==> src/hw/rtl/pfr_pkg.sv <==
// ----------------------------------------------------------------------------
// pfr_pkg: shared types and constants for the format respeller
// Parse phases and the character codes that the parser recognises.
// ----------------------------------------------------------------------------
package pfr_pkg;

  localparam int CHAR_W = 16;

  typedef enum logic [3:0] {
    PH_LIT,
    PH_PCT,
    PH_FLAGS,
    PH_WIDTH,
    PH_PREC,
    PH_LEN,
    PH_HI,
    PH_HI6,
    PH_HI3,
    PH_CONV
  } phase_t;

  localparam logic [7:0] CH_UPPER_S = 8'h53;
  localparam logic [7:0] CH_UPPER_C = 8'h43;
  localparam logic [7:0] CH_LOWER_S = 8'h73;
  localparam logic [7:0] CH_LOWER_C = 8'h63;
  localparam logic [7:0] CH_W       = 8'h77;
  localparam logic [7:0] CH_L       = 8'h6C;
  localparam logic [7:0] CH_UPPER_L = 8'h4C;
  localparam logic [7:0] CH_H       = 8'h68;
  localparam logic [7:0] CH_J       = 8'h6A;
  localparam logic [7:0] CH_Z       = 8'h7A;
  localparam logic [7:0] CH_T       = 8'h74;
  localparam logic [7:0] CH_I       = 8'h49;
  localparam logic [7:0] CH_6       = 8'h36;
  localparam logic [7:0] CH_4       = 8'h34;
  localparam logic [7:0] CH_3       = 8'h33;
  localparam logic [7:0] CH_2       = 8'h32;
  localparam logic [7:0] CH_0       = 8'h30;
  localparam logic [7:0] CH_9       = 8'h39;
  localparam logic [7:0] CH_PCT     = 8'h25;
  localparam logic [7:0] CH_DOT     = 8'h2E;
  localparam logic [7:0] CH_STAR    = 8'h2A;
  localparam logic [7:0] CH_APOS    = 8'h27;
  localparam logic [7:0] CH_MINUS   = 8'h2D;
  localparam logic [7:0] CH_PLUS    = 8'h2B;
  localparam logic [7:0] CH_SPACE   = 8'h20;
  localparam logic [7:0] CH_HASH    = 8'h23;

endpackage

==> src/hw/rtl/pfr_front.sv <==
// ----------------------------------------------------------------------------
// pfr_front: format parser
// Classifies each accepted character, holds length modifiers and produces a
// group of output characters, with an optional terminator, for the back end.
// ----------------------------------------------------------------------------
module pfr_front #(
  parameter int MAX_LEN = 3,
  parameter int CW      = 16
) (
  input  logic                                 clk,
  input  logic                                 rst,
  input  logic                                 wide_mode,
  input  logic                                 acc,
  input  logic [pfr_pkg::CHAR_W-1:0]           in_char,
  input  logic                                 in_last,
  output logic                                 desc_valid,
  output logic [((MAX_LEN > 2) ? MAX_LEN : 2) * CW + CW
               + $clog2(((MAX_LEN > 2) ? MAX_LEN : 2) + 2) : 0] desc
);

  localparam int NHELD = (MAX_LEN > 2) ? MAX_LEN : 2;
  localparam int NSLOT = NHELD + 1;
  localparam int CNTW  = $clog2(NHELD + 1);
  localparam int NW    = $clog2(NSLOT + 1);

  function automatic logic eq(input logic [CW-1:0] a, input logic [7:0] k);
    return a == CW'(k);
  endfunction

  pfr_pkg::phase_t phase, phase_next;
  logic [CNTW-1:0] cnt, cnt_next, conv_cnt;
  logic [7:0] mods [NHELD];
  logic [7:0] mods_next [NHELD];
  logic [NSLOT-1:0][CW-1:0] chs;
  logic [NW-1:0] n;
  logic term;
  logic [CW-1:0] c;
  logic is_flag, is_width, is_length;
  logic flags_path, width_path, len_start, do_conv, lit_phase;
  logic [7:0] first;
  logic wide_arg, sc_conv;

  assign c = in_char[CW-1:0];

  assign is_flag = eq(c, pfr_pkg::CH_MINUS) || eq(c, pfr_pkg::CH_PLUS) ||
                   eq(c, pfr_pkg::CH_SPACE) || eq(c, pfr_pkg::CH_HASH) ||
                   eq(c, pfr_pkg::CH_0) || eq(c, pfr_pkg::CH_APOS);
  assign is_width = (c >= CW'(pfr_pkg::CH_0) && c <= CW'(pfr_pkg::CH_9)) ||
                    eq(c, pfr_pkg::CH_STAR);
  assign is_length = eq(c, pfr_pkg::CH_H) || eq(c, pfr_pkg::CH_L) ||
                     eq(c, pfr_pkg::CH_UPPER_L) || eq(c, pfr_pkg::CH_J) ||
                     eq(c, pfr_pkg::CH_Z) || eq(c, pfr_pkg::CH_T) ||
                     eq(c, pfr_pkg::CH_W);

  always_comb begin
    phase_next = phase;
    cnt_next   = cnt;
    mods_next  = mods;
    chs        = '0;
    n          = '0;
    term       = 1'b0;
    flags_path = 1'b0;
    width_path = 1'b0;
    len_start  = 1'b0;
    do_conv    = 1'b0;
    lit_phase  = 1'b0;
    conv_cnt   = cnt;
    first      = '0;
    wide_arg   = 1'b0;
    sc_conv    = 1'b0;
    if (acc) begin
      unique case (phase)
        pfr_pkg::PH_LIT: begin
          chs[0]    = c;
          n         = NW'(1);
          lit_phase = 1'b1;
        end
        pfr_pkg::PH_PCT: begin
          if (eq(c, pfr_pkg::CH_PCT)) begin
            chs[0]     = c;
            n          = NW'(1);
            phase_next = pfr_pkg::PH_LIT;
          end else begin
            flags_path = 1'b1;
          end
        end
        pfr_pkg::PH_FLAGS: flags_path = 1'b1;
        pfr_pkg::PH_WIDTH: width_path = 1'b1;
        pfr_pkg::PH_PREC: begin
          if (is_width) begin
            chs[0] = c;
            n      = NW'(1);
          end else begin
            len_start = 1'b1;
          end
        end
        pfr_pkg::PH_LEN: begin
          if (cnt < CNTW'(MAX_LEN) && is_length) begin
            for (int i = 0; i < NHELD; i++) begin
              if (CNTW'(i) == cnt) begin
                mods_next[i] = c[7:0];
              end
            end
            cnt_next = cnt + CNTW'(1);
          end else begin
            do_conv = 1'b1;
          end
        end
        pfr_pkg::PH_HI: begin
          if (eq(c, pfr_pkg::CH_6)) begin
            phase_next = pfr_pkg::PH_HI6;
          end else if (eq(c, pfr_pkg::CH_3)) begin
            phase_next = pfr_pkg::PH_HI3;
          end else begin
            chs[0]    = CW'(pfr_pkg::CH_I);
            chs[1]    = c;
            n         = NW'(2);
            lit_phase = 1'b1;
          end
        end
        pfr_pkg::PH_HI6: begin
          if (eq(c, pfr_pkg::CH_4)) begin
            mods_next[0] = pfr_pkg::CH_L;
            mods_next[1] = pfr_pkg::CH_L;
            cnt_next     = CNTW'(2);
            phase_next   = pfr_pkg::PH_CONV;
          end else begin
            chs[0]    = CW'(pfr_pkg::CH_I);
            chs[1]    = CW'(pfr_pkg::CH_6);
            chs[2]    = c;
            n         = NW'(3);
            lit_phase = 1'b1;
          end
        end
        pfr_pkg::PH_HI3: begin
          if (eq(c, pfr_pkg::CH_2)) begin
            cnt_next   = '0;
            phase_next = pfr_pkg::PH_CONV;
          end else begin
            chs[0]    = CW'(pfr_pkg::CH_I);
            chs[1]    = CW'(pfr_pkg::CH_3);
            chs[2]    = c;
            n         = NW'(3);
            lit_phase = 1'b1;
          end
        end
        pfr_pkg::PH_CONV: do_conv = 1'b1;
        default: begin
          chs[0]    = c;
          n         = NW'(1);
          lit_phase = 1'b1;
        end
      endcase

      if (flags_path) begin
        if (is_flag) begin
          chs[0]     = c;
          n          = NW'(1);
          phase_next = pfr_pkg::PH_FLAGS;
        end else begin
          width_path = 1'b1;
        end
      end

      if (width_path) begin
        if (is_width) begin
          chs[0]     = c;
          n          = NW'(1);
          phase_next = pfr_pkg::PH_WIDTH;
        end else if (eq(c, pfr_pkg::CH_DOT)) begin
          chs[0]     = c;
          n          = NW'(1);
          phase_next = pfr_pkg::PH_PREC;
        end else begin
          len_start = 1'b1;
        end
      end

      if (len_start) begin
        cnt_next = '0;
        if (eq(c, pfr_pkg::CH_I)) begin
          phase_next = pfr_pkg::PH_HI;
        end else if (is_length) begin
          mods_next[0] = c[7:0];
          cnt_next     = CNTW'(1);
          phase_next   = pfr_pkg::PH_LEN;
        end else begin
          do_conv  = 1'b1;
          conv_cnt = '0;
        end
      end

      if (lit_phase) begin
        phase_next = eq(c, pfr_pkg::CH_PCT) ? pfr_pkg::PH_PCT : pfr_pkg::PH_LIT;
      end

      if (do_conv) begin
        first = (conv_cnt != '0) ? mods[0] : 8'h00;
        if (eq(c, pfr_pkg::CH_UPPER_S) || eq(c, pfr_pkg::CH_UPPER_C)) begin
          sc_conv  = 1'b1;
          wide_arg = !wide_mode;
        end else if (eq(c, pfr_pkg::CH_LOWER_S) || eq(c, pfr_pkg::CH_LOWER_C)) begin
          sc_conv = 1'b1;
          if (first == pfr_pkg::CH_H) begin
            wide_arg = 1'b0;
          end else if (first == pfr_pkg::CH_L || first == pfr_pkg::CH_W) begin
            wide_arg = 1'b1;
          end else begin
            wide_arg = wide_mode;
          end
        end
        if (sc_conv) begin
          if (wide_arg) begin
            chs[0] = CW'(pfr_pkg::CH_L);
            chs[1] = (eq(c, pfr_pkg::CH_UPPER_S) || eq(c, pfr_pkg::CH_LOWER_S)) ?
                     CW'(pfr_pkg::CH_LOWER_S) : CW'(pfr_pkg::CH_LOWER_C);
            n      = NW'(2);
          end else begin
            chs[0] = (eq(c, pfr_pkg::CH_UPPER_S) || eq(c, pfr_pkg::CH_LOWER_S)) ?
                     CW'(pfr_pkg::CH_LOWER_S) : CW'(pfr_pkg::CH_LOWER_C);
            n      = NW'(1);
          end
        end else begin
          for (int i = 0; i < NHELD; i++) begin
            if (CNTW'(i) < conv_cnt) begin
              chs[i] = (mods[i] == pfr_pkg::CH_W) ? CW'(pfr_pkg::CH_L) : CW'(mods[i]);
            end
          end
          for (int i = 0; i < NSLOT; i++) begin
            if (NW'(i) == NW'(conv_cnt)) begin
              chs[i] = c;
            end
          end
          n = NW'(conv_cnt) + NW'(1);
        end
        phase_next = pfr_pkg::PH_LIT;
        cnt_next   = '0;
      end

      if (in_last) begin
        unique case (phase_next)
          pfr_pkg::PH_HI: begin
            chs[0] = CW'(pfr_pkg::CH_I);
            n      = NW'(1);
          end
          pfr_pkg::PH_HI6: begin
            chs[0] = CW'(pfr_pkg::CH_I);
            chs[1] = CW'(pfr_pkg::CH_6);
            n      = NW'(2);
          end
          pfr_pkg::PH_HI3: begin
            chs[0] = CW'(pfr_pkg::CH_I);
            chs[1] = CW'(pfr_pkg::CH_3);
            n      = NW'(2);
          end
          pfr_pkg::PH_LEN, pfr_pkg::PH_CONV: begin
            for (int i = 0; i < NHELD; i++) begin
              if (CNTW'(i) < cnt_next) begin
                chs[i] = CW'(mods_next[i]);
              end
            end
            n = NW'(cnt_next);
          end
          default: begin
          end
        endcase
        term       = 1'b1;
        phase_next = pfr_pkg::PH_LIT;
        cnt_next   = '0;
      end
    end
  end

  always_ff @(posedge clk) begin
    if (rst) begin
      phase <= pfr_pkg::PH_LIT;
      cnt   <= '0;
    end else begin
      phase <= phase_next;
      cnt   <= cnt_next;
    end
  end

  always_ff @(posedge clk) begin
    mods <= mods_next;
  end

  assign desc_valid = acc && (n != '0 || term);
  assign desc       = {term, n, chs};

endmodule

==> src/hw/rtl/pfr_fifo.sv <==
// ----------------------------------------------------------------------------
// pfr_fifo: short queue between parser and emitter
// A small register queue that lets the parser and the emitter stall apart.
// ----------------------------------------------------------------------------
module pfr_fifo #(
  parameter int DW    = 8,
  parameter int DEPTH = 2
) (
  input  logic          clk,
  input  logic          rst,
  input  logic          wr,
  input  logic [DW-1:0] wdata,
  input  logic          rd,
  output logic [DW-1:0] rdata,
  output logic          full,
  output logic          empty
);

  localparam int AW = (DEPTH > 1) ? $clog2(DEPTH) : 1;
  localparam int CNW = $clog2(DEPTH + 1);

  logic [DW-1:0] mem [DEPTH];
  logic [AW-1:0] wptr, rptr;
  logic [CNW-1:0] count;

  assign full  = (count == CNW'(DEPTH));
  assign empty = (count == '0);
  assign rdata = mem[rptr];

  always_ff @(posedge clk) begin
    if (rst) begin
      wptr  <= '0;
      rptr  <= '0;
      count <= '0;
    end else begin
      if (wr) begin
        wptr <= (wptr == AW'(DEPTH - 1)) ? '0 : wptr + AW'(1);
      end
      if (rd) begin
        rptr <= (rptr == AW'(DEPTH - 1)) ? '0 : rptr + AW'(1);
      end
      if (wr && !rd) begin
        count <= count + CNW'(1);
      end else if (rd && !wr) begin
        count <= count - CNW'(1);
      end
    end
  end

  always_ff @(posedge clk) begin
    if (wr) begin
      mem[wptr] <= wdata;
    end
  end

endmodule

==> src/hw/rtl/pfr_back.sv <==
// ----------------------------------------------------------------------------
// pfr_back: character emitter
// Takes one group of characters from the queue and hands them out one word
// per cycle as pop allows, then the terminator where the group carries one.
// ----------------------------------------------------------------------------
module pfr_back #(
  parameter int MAX_LEN = 3,
  parameter int CW      = 16
) (
  input  logic                                 clk,
  input  logic                                 rst,
  input  logic                                 q_empty,
  input  logic [((MAX_LEN > 2) ? MAX_LEN : 2) * CW + CW
               + $clog2(((MAX_LEN > 2) ? MAX_LEN : 2) + 2) : 0] q_data,
  output logic                                 q_pop,
  input  logic                                 pop,
  output logic                                 empty,
  output logic [pfr_pkg::CHAR_W-1:0]           out_char,
  output logic                                 out_last
);

  localparam int NHELD = (MAX_LEN > 2) ? MAX_LEN : 2;
  localparam int NSLOT = NHELD + 1;
  localparam int NW    = $clog2(NSLOT + 1);
  localparam int IW    = $clog2(NSLOT);
  localparam int PW    = pfr_pkg::CHAR_W;

  logic cur_valid;
  logic [NW-1:0] pos;
  logic cur_term;
  logic [NW-1:0] cur_n;
  logic [NSLOT-1:0][CW-1:0] cur_chs;
  logic take, last_word, load, in_chars;

  assign in_chars  = (pos < cur_n);
  assign last_word = cur_term ? (pos == cur_n) : (pos == cur_n - NW'(1));
  assign take      = pop && cur_valid;
  assign load      = !q_empty && (!cur_valid || (take && last_word));
  assign q_pop     = load;

  assign empty    = !cur_valid;
  assign out_char = in_chars ? PW'(cur_chs[pos[IW-1:0]]) : '0;
  assign out_last = !in_chars;

  always_ff @(posedge clk) begin
    if (rst) begin
      cur_valid <= 1'b0;
      pos       <= '0;
    end else if (load) begin
      cur_valid <= 1'b1;
      pos       <= '0;
    end else if (take && last_word) begin
      cur_valid <= 1'b0;
    end else if (take) begin
      pos <= pos + NW'(1);
    end
  end

  always_ff @(posedge clk) begin
    if (load) begin
      {cur_term, cur_n, cur_chs} <= q_data;
    end
  end

endmodule

==> src/hw/rtl/printf_format_respeller_top.sv <==
// A word's group is queued and then loaded into the emitter before its first word shows.
// Throughput: one input word per cycle while each gives a single result word and the
// receiver pops every cycle; a longer expansion holds the emitter until all are popped.
// The emitter, one result word per cycle while pop is high, sets the sustained rate.
// Reset clears the parser phase, the queue, the emitter and wide_mode; no clearing pass.
// ----------------------------------------------------------------------------
// printf_format_respeller_top: format string respeller
// Rewrites length modifiers and string conversions of a format string, one
// character per word, with a two-entry queue between parser and emitter.
// ----------------------------------------------------------------------------
module printf_format_respeller_top #(
  parameter int MAX_LENGTH_CHARS = 3,
  parameter int CHAR_WIDTH       = 16
) (
  input  logic                       clk,
  input  logic                       rst,
  input  logic                       cfg_write,
  input  logic                       cfg_data,
  input  logic                       push,
  output logic                       full,
  input  logic [pfr_pkg::CHAR_W-1:0] in_char,
  input  logic                       in_last,
  output logic                       empty,
  input  logic                       pop,
  output logic [pfr_pkg::CHAR_W-1:0] out_char,
  output logic                       out_last
);

  localparam int PW    = pfr_pkg::CHAR_W;
  localparam int CW    = (CHAR_WIDTH < PW) ? CHAR_WIDTH : PW;
  localparam int NHELD = (MAX_LENGTH_CHARS > 2) ? MAX_LENGTH_CHARS : 2;
  localparam int DW    = NHELD * CW + CW + $clog2(NHELD + 2) + 1;

  logic wide_mode;
  logic acc;
  logic q_push, q_pop, q_full, q_empty;
  logic [DW-1:0] q_wdata, q_rdata;

  always_ff @(posedge clk) begin
    if (rst) begin
      wide_mode <= 1'b0;
    end else if (cfg_write) begin
      wide_mode <= cfg_data;
    end
  end

  assign full = q_full;
  assign acc  = push && !q_full;

  pfr_front #(
    .MAX_LEN (MAX_LENGTH_CHARS),
    .CW      (CW)
  ) u_front (
    .clk        (clk),
    .rst        (rst),
    .wide_mode  (wide_mode),
    .acc        (acc),
    .in_char    (in_char),
    .in_last    (in_last),
    .desc_valid (q_push),
    .desc       (q_wdata)
  );

  pfr_fifo #(
    .DW    (DW),
    .DEPTH (2)
  ) u_fifo (
    .clk   (clk),
    .rst   (rst),
    .wr    (q_push),
    .wdata (q_wdata),
    .rd    (q_pop),
    .rdata (q_rdata),
    .full  (q_full),
    .empty (q_empty)
  );

  pfr_back #(
    .MAX_LEN (MAX_LENGTH_CHARS),
    .CW      (CW)
  ) u_back (
    .clk      (clk),
    .rst      (rst),
    .q_empty  (q_empty),
    .q_data   (q_rdata),
    .q_pop    (q_pop),
    .pop      (pop),
    .empty    (empty),
    .out_char (out_char),
    .out_last (out_last)
  );

`ifndef ASSERT_OFF
  a_push_only_on_accept: assert property (@(posedge clk) disable iff (rst)
    q_push |-> (push && !full))
    else $error("queue written without an accepted word");

  a_no_pop_when_empty: assert property (@(posedge clk) disable iff (rst)
    q_pop |-> !q_empty)
    else $error("queue read while empty");

  a_terminator_zero: assert property (@(posedge clk) disable iff (rst)
    (!empty && out_last) |-> (out_char == '0))
    else $error("terminator word carries a non-zero character");

  a_empty_after_reset: assert property (@(posedge clk)
    rst |=> empty)
    else $error("result side not empty after reset");
`endif

endmodule

==> config.mk <==
export PLATFORM = sky130hd
export DESIGN_NAME = printf_format_respeller_top
export DESIGN_NICKNAME = d
export VERILOG_FILES = /design/src/hw/rtl/pfr_pkg.sv /design/src/hw/rtl/pfr_front.sv /design/src/hw/rtl/pfr_fifo.sv /design/src/hw/rtl/pfr_back.sv /design/src/hw/rtl/printf_format_respeller_top.sv
export SDC_FILE = /design/constraint.sdc
export NUM_CORES = 1
export LEC_CHECK = 0
export BUFFER_PORTS_ARGS = -buffer_cell sky130_fd_sc_hd__clkbuf_2
export CORE_UTILIZATION = 40
export DETAILED_ROUTE_END_ITERATION = 6
export PLACE_DENSITY_LB_ADDON = 0.25
export SYNTH_ARGS = -nofsm -noshare
export SYNTH_HDL_FRONTEND = slang
export SYNTH_SLANG_ARGS = --single-unit
==> constraint.sdc <==
create_clock -name clk -period 8.1 [get_ports clk]
set_input_delay 0.405 -clock clk [delete_from_list [all_inputs] [get_ports clk]]
set_output_delay 0.405 -clock clk [all_outputs]
set_load 0.01 [all_outputs]
== Word-level counts from Yosys, hierarchy flattened ==
Memories as Yosys holds them, arrays and structs flattened. A register that Yosys moved wholly into a read port is not among the register bits.
Index checks and enable logic that the tools add are counted.
Word-level totals
  register bits: 39
  bits in writable memories: 136
  bits of input ports: 23
  output and inout port bits: 19
  memories kept: 1
Cells by class
  $add $sub $neg: 8
  magnitude comparators: 11
  eq/ne operators: 53
  muxes and demuxes: 156
  bitwise gates (word level): 1
  reductions and logical operators: 48
Memory list
  u_fifo.mem: words 2, bits a word 68, read ports 1, clocked after Yosys merged registers in 1, wr ports 1, line pfr_fifo.sv:22  | logic [DW-1:0] mem [DEPTH];
Operator list (count)
  $mux 16: 24
  $mux 48: 7
  $eq 16x6->1 const B: 13
  $eq 16x7->1 const B: 12
  $mux 32: 6
  $mux 64: 2
  $pmux 16 s2: 3
  $pmux 16 s3: 2
  $pmux 16 s6: 1
  $mux 8: 11
  $mux 4: 17
  $eq 8x7->1 const B: 6
  $mux 1: 45
  $mux 2: 18
  $bmux 16 s2: 1
  $mux 3: 10
  $eq 4x3->1 const B: 7
  $mux 24: 1
  $logic_or 1x1->1: 18
  $pmux 3 s6: 1
  $eq 4x4->1 const B: 4
  $ge 16x6->1 const B: 1
  $le 16x6->1 const B: 1
  $pmux 4 s4: 1
  33 further kinds: 65

== Depth between registers and ports, before layout ==
  depth in word-level cells: 36
  depth in mapped cells: 22
  gate-level depth less buffers: 19

== Modules after synthesis ==
Synthesis repeated with hierarchy kept, for this count alone.
Unflattened totals
  cells, all modules: 935
  area total of the unflattened synthesis: 12419.4 um^2
By module, submodules not included
  pfr_fifo: instances 1, cells an instance 234, area an instance 5202.5 um^2, sequential area each 4184.0 um^2
  pfr_front: instances 1, cells an instance 550, area an instance 4285.4 um^2, sequential area each 840.8 um^2
  pfr_back: instances 1, cells an instance 147, area an instance 2891.5 um^2, sequential area each 2122.0 um^2
  printf_format_respeller_top: instances 1, cells an instance 4, area an instance 40.0 um^2, sequential area each 20.0 um^2

== Least setup slack after synthesis ==
No wires, ideal clock.
  kind: in2reg
  from: in in_char[3] (netlist bit)
  to: mem u_fifo.mem[0][0] (netlist bit), enable pin
  data arrival time: 6436 ps
  data required time: 7606 ps
  setup slack: 1169 ps
  stages: 16
  path buffers: 3
  path through: buf_2 nor2b_1 o211ai_1 a31oi_1 or3_1 clkbuf_1 o21ai_1 ha_1 clkbuf_1 a211o_1 nand3b_1 a21oi_1 nand2_1 o211ai_1 o41ai_2 nor2_1
On the way
  cells in the longest elaborated chain, start to end: 34
  elaborated cells between the ends (all ways): 145
  classes of those cells: 1 x add/sub; 2 x order compare; 33 x eq/ne; 86 x mux; 23 x reduce/logical
Ends and longest elaborated chain
  from (decl): line printf_format_respeller_top.sv:21  | input logic [pfr_pkg::CHAR_W-1:0] in_char,
  branches (longest 27 deep; another with $ge 16x6->1)
  $mux 3 (*): line pfr_front.sv:240  | if (in_last) begin
  $mux 3 (*): line pfr_front.sv:71  | if (acc) begin
  $reduce_bool 3->1 (*): line pfr_front.sv:288  | assign desc_valid = acc && (n != '0 || term);
  $logic_or 1x1->1 (*): line pfr_front.sv:288
  $logic_and 1x1->1 (*): line pfr_front.sv:288
  $mux 1 (*): line pfr_fifo.sv:51  | if (wr) begin
  $mux 1 (not written as such) (*): line pfr_fifo.sv:52  | mem[wptr] <= wdata;
  to (decl): line pfr_fifo.sv:22
Mark *: on every way between the ends. The select of a mux whose other input is x is not followed.

== Final worst setup path ==
  from: reg u_front.phase[0]
  to: mem u_fifo.mem[0][27] (netlist bit), enable pin
On the way
  cells in the longest elaborated chain, start to end: 30
  elaborated cells between the ends (all ways): 89
  classes of those cells: 1 x add/sub; 17 x eq/ne; 62 x mux; 9 x reduce/logical
Ends and longest elaborated chain
  from (decl): line pfr_front.sv:30  | pfr_pkg::phase_t phase, phase_next;
  from (signal assigned): line pfr_front.sv:276  | phase <= pfr_pkg::PH_LIT;
  from (signal assigned): line pfr_front.sv:279  | phase <= phase_next;
  $eq 4x2->1 or $eq 4x1->1 (tied branches): line pfr_front.sv:72  | unique case (phase)
  $pmux 1 s2 or $mux 1 (tied branches): line pfr_front.sv:72
  $mux 1, on equally long branches: line pfr_front.sv:71, pfr_front.sv:156
  $mux 1: line pfr_front.sv:155  | if (flags_path) begin
  $mux 1: line pfr_front.sv:71
  $mux 1: line pfr_front.sv:165  | if (width_path) begin
  $mux 1: line pfr_front.sv:71
  $mux 2: line pfr_front.sv:179  | if (len_start) begin
  (+14 left out)
  $pmux 3 s3: line pfr_front.sv:241  | unique case (phase_next)
  $mux 3 (*): line pfr_front.sv:240
  $mux 3 (*): line pfr_front.sv:71
  $reduce_bool 3->1 (*): line pfr_front.sv:288
  $logic_or 1x1->1 (*): line pfr_front.sv:288
  $logic_and 1x1->1 (*): line pfr_front.sv:288
  $mux 1 (*): line pfr_fifo.sv:51
  $mux 1 (not written as such) (*): line pfr_fifo.sv:52
Mark *: on every way between the ends. The rest lies on a longest branch, timed or not. The select of a mux whose other input is x is not followed.

==> flow_metrics.py <==
metrics = {
    "die": {
        "die_x_um": 174.5,
        "dieArea_um2": 30460,
        "pin_count": 42,
        "core_um2": 29010,
        "die_height_um": 174.5,
        "fp-row-count": 62,
        "start_util": 0.4104,
    },
    "yosys": {
        "ys_top_cells_by_area": "edfxtp_1 (57%), mux2_2 (7.1%), mux4_2 (3.0%), dfxtp_1 (2.5%), nand2_1 (1.6%)",
        "yosysTopAreaCell": "edfxtp_1",
        "syn_nets": 934,
        "ys_seq_elements": 243,
        "syn-cell-area_um2": 11910,
        "synth_cells": 896,
        "synth_area_per_cell_um2": 13.29,
        "ys_seq_area_frac": 0.6002,
        "synthFlopType": "edfxtp_1",
        "ys_types": 88,
        "synth_common_cells": "edfxtp_1 (228), mux2_2 (75), nand2_1 (51)",
        "synth_edf_count": 228,
        "yosysMostFrequentCell": "edfxtp_1",
        "yosys.area.top_type_share": 0.5750,
        "yosysWarnings": 0,
        "synthArstFlopShare": 0,
    },
    "finish": {
        "nets": 967,
        "utilization": 0.4584,
        "finish.instance_area_um2": 13300,
        "fin_cells": 1332,
        "area_delta_synth_final_pct": 11.70,
        "layout.area.seq_um2": 7148,
        "multiInputGateArea_um2": 4487,
        "drive_above_1_share": 0.2209,
        "fillCellCount": 2654,
    },
    "placement": {
        "dp_hpwl_um": 19060,
        "dpl-instance-area_um2": 12520,
        "numPlacedInstances": 1286,
        "gp_congestion": 0.8763,
        "post-place-ws_ps": 1961,
        "io_buffers": 41,
    },
    "routing": {
        "wl_um": 29300,
        "drc": 0,
        "first_iter_violations": 794,
        "vias": 7746,
        "drt_pass1_iterations": 5,
        "via_per_inst": 5.815,
        "routedWlPerCell_um": 22.00,
        "antenna_left": 0,
    },
    "clock_tree": {
        "cts.hold.buffers_added": 0,
        "cts_tree": "built",
        "cts_buffers": 25,
        "cts.clk_slew.worst_paths_ps": 70,
        "root_buffer": "clkbuf_16",
        "htree_levels": 1,
        "postCtsSetupRepairBufs": 0,
        "cts_max_path_buffers": 3,
        "insertion_delay_ps": 540,
        "cts_resized": 0,
        "cts_sinks": 243,
    },
    "sta": {
        "fmax_mhz": 174.0,
        "hold_viol": 0,
        "grt_setup_unrepaired": "no",
        "slew_headroom": 0.2136,
        "hold_ws_ps": 112.3,
        "finClkSkew_ps": 19.15,
        "setup_viol": 0,
        "setup_slack_ps": 2354,
        "worst_pin_slew_ps": 1161,
        "period_share": 0.7094,
        "fin_crit_ps": 5746,
        "slew_viol_final": 0,
        "finalSetupTns_ps": 0,
    },
    "setup_path": {
        "cp.arrival_ps": 5950,
        "crit_type": "reg -> reg",
        "worst-r2r-cell-count": 13,
        "crit_fanout": 30,
        "start_kind": "register",
        "cp.required_ps": 8310,
        "end_kind": "register",
    },
    "power": {
        "power_density_nw_per_um2": 280.2,
        "total_power_mw": 3.727,
        "ir_drop_mv": 0.1686,
        "p_leak_nw": 4.535,
    },
    "global_route": {
        "grt_overflow_total": 0,
        "grt_max_degree": 71,
        "grt_pass1_vias": 7534,
        "grtUsageTotal": 0.1937,
        "grt_pass1_wl_um": 45240,
        "antenna_found_initial": 1,
    },
    "status": {
        "outcome": "finished clean",
    },
    "hold_path": {
        "hp-class": "in -> reg",
        "min_path_cells": 3,
    },
    "flow_run": {
        "cap_violations": 0,
    },
}
[routing by layer]
metal,global-route usage,part of all wire,wire length (um)
met2,0.3025,0.46,13490
met4,0.06377,0.028,808
met5,0,0,0
met3,0.02756,0.061,1775
met1,0.2779,0.45,13230
[final cells by class]
cell class | count | share of cell area
Timing Repair Buffer | 55 | 0.02333
Sequential cell | 243 | 0.5374
Antenna cell | 2 | 0.0003763
Clock inverter | 15 | 0.01044
Clock buffer | 29 | 0.04817
Inverter | 24 | 0.006773
Tap cell | 384 | 0.03612
Multi-Input combinational cell | 580 | 0.3373
[flip-flops by register name, summed over array words and instances, names as in the netlist]
| name | flops |
|---|---|
| u_fifo.wptr | 1 |
| u_back.cur_chs | 64 |
| u_back.pos | 3 |
| u_front.mods | 24 |
| wide_mode | 1 |
| u_fifo.count | 2 |
| u_back.cur_term | 1 |
| u_back.cur_n | 3 |
| u_front.phase | 4 |
| u_back.cur_valid | 1 |
| u_front.cnt | 2 |
| u_fifo.rptr | 1 |
| u_fifo.mem | 136 |
[power breakdown]
group          leakage (nW)  switching [mW]  internal, mW
Combinational          1.90           0.488         0.341
Sequential             2.26          0.0659          1.74
Clock                 0.379           0.466         0.631
Total                  4.53            1.02          2.71
[worst paths after layout]
path	from	endpoint	slack, ps
worst min register to register	u_fifo.count[1]	u_fifo.count[1]	500
worst min-delay path	cfg_data	wide_mode	110
worst max register to register	u_front.phase[0]	u_fifo.mem[0][27]	2350
worst max-delay path	u_front.phase[0]	u_fifo.mem[0][27]	2350
[critical path: stages, from the launching register on]
cell,delay (ps)
dfxtp_1,680
nor4b_2,470
a22oi_2,160
o31a_1,450
o21ai_1,700
ha_1,480
a211o_1,150
nand3b_1,90
a21oi_1,480
nand2_1,200
o211ai_1,180
o41ai_2,180
nor2_4,720
buf_4,420
[logic make-up after synthesis]
group | after synthesis | synth area share
adders and majority gates | 15 | 0.01576
DFF | 243 | 0.6002
xor gates and xnor gates | 11 | 0.008091
muxes | 96 | 0.1054
AOI/OAI and AO/OA | 178 | 0.1084
and+or+nand+nor | 280 | 0.1378
buffers and inverters | 73 | 0.02438
[placed cells by master, fill, tap and decap left out, types with 6 or more instances in the layout]
cell       Yosys  routed
nand4_1        6       6
mux2_2        75      75
nand3_1       13      13
nand2_1       51      51
clkinv_1       0       6
nor3_1        12      12
edfxtp_1     228     228
a22o_1         9       9
and2_1        27      26
a21oi_1       36      36
o21ai_0       27      27
buf_4          2      14
a211o_1        6       6
nor2_1        44      43
nand2b_1      19      19
dfxtp_1       15      14
a221oi_1       6       6
and3_1        22      22
ha_1          15      15
a31oi_1        6       6
nor2b_1       29      28
a211oi_1       6       6
mux4_2        16      16
clkbuf_16      0      25
inv_1         24      23
o211ai_1      11      11
xnor2_1        7       7
clkbuf_2       0      41
No activity file was read; power rests on OpenSTA's default activity.
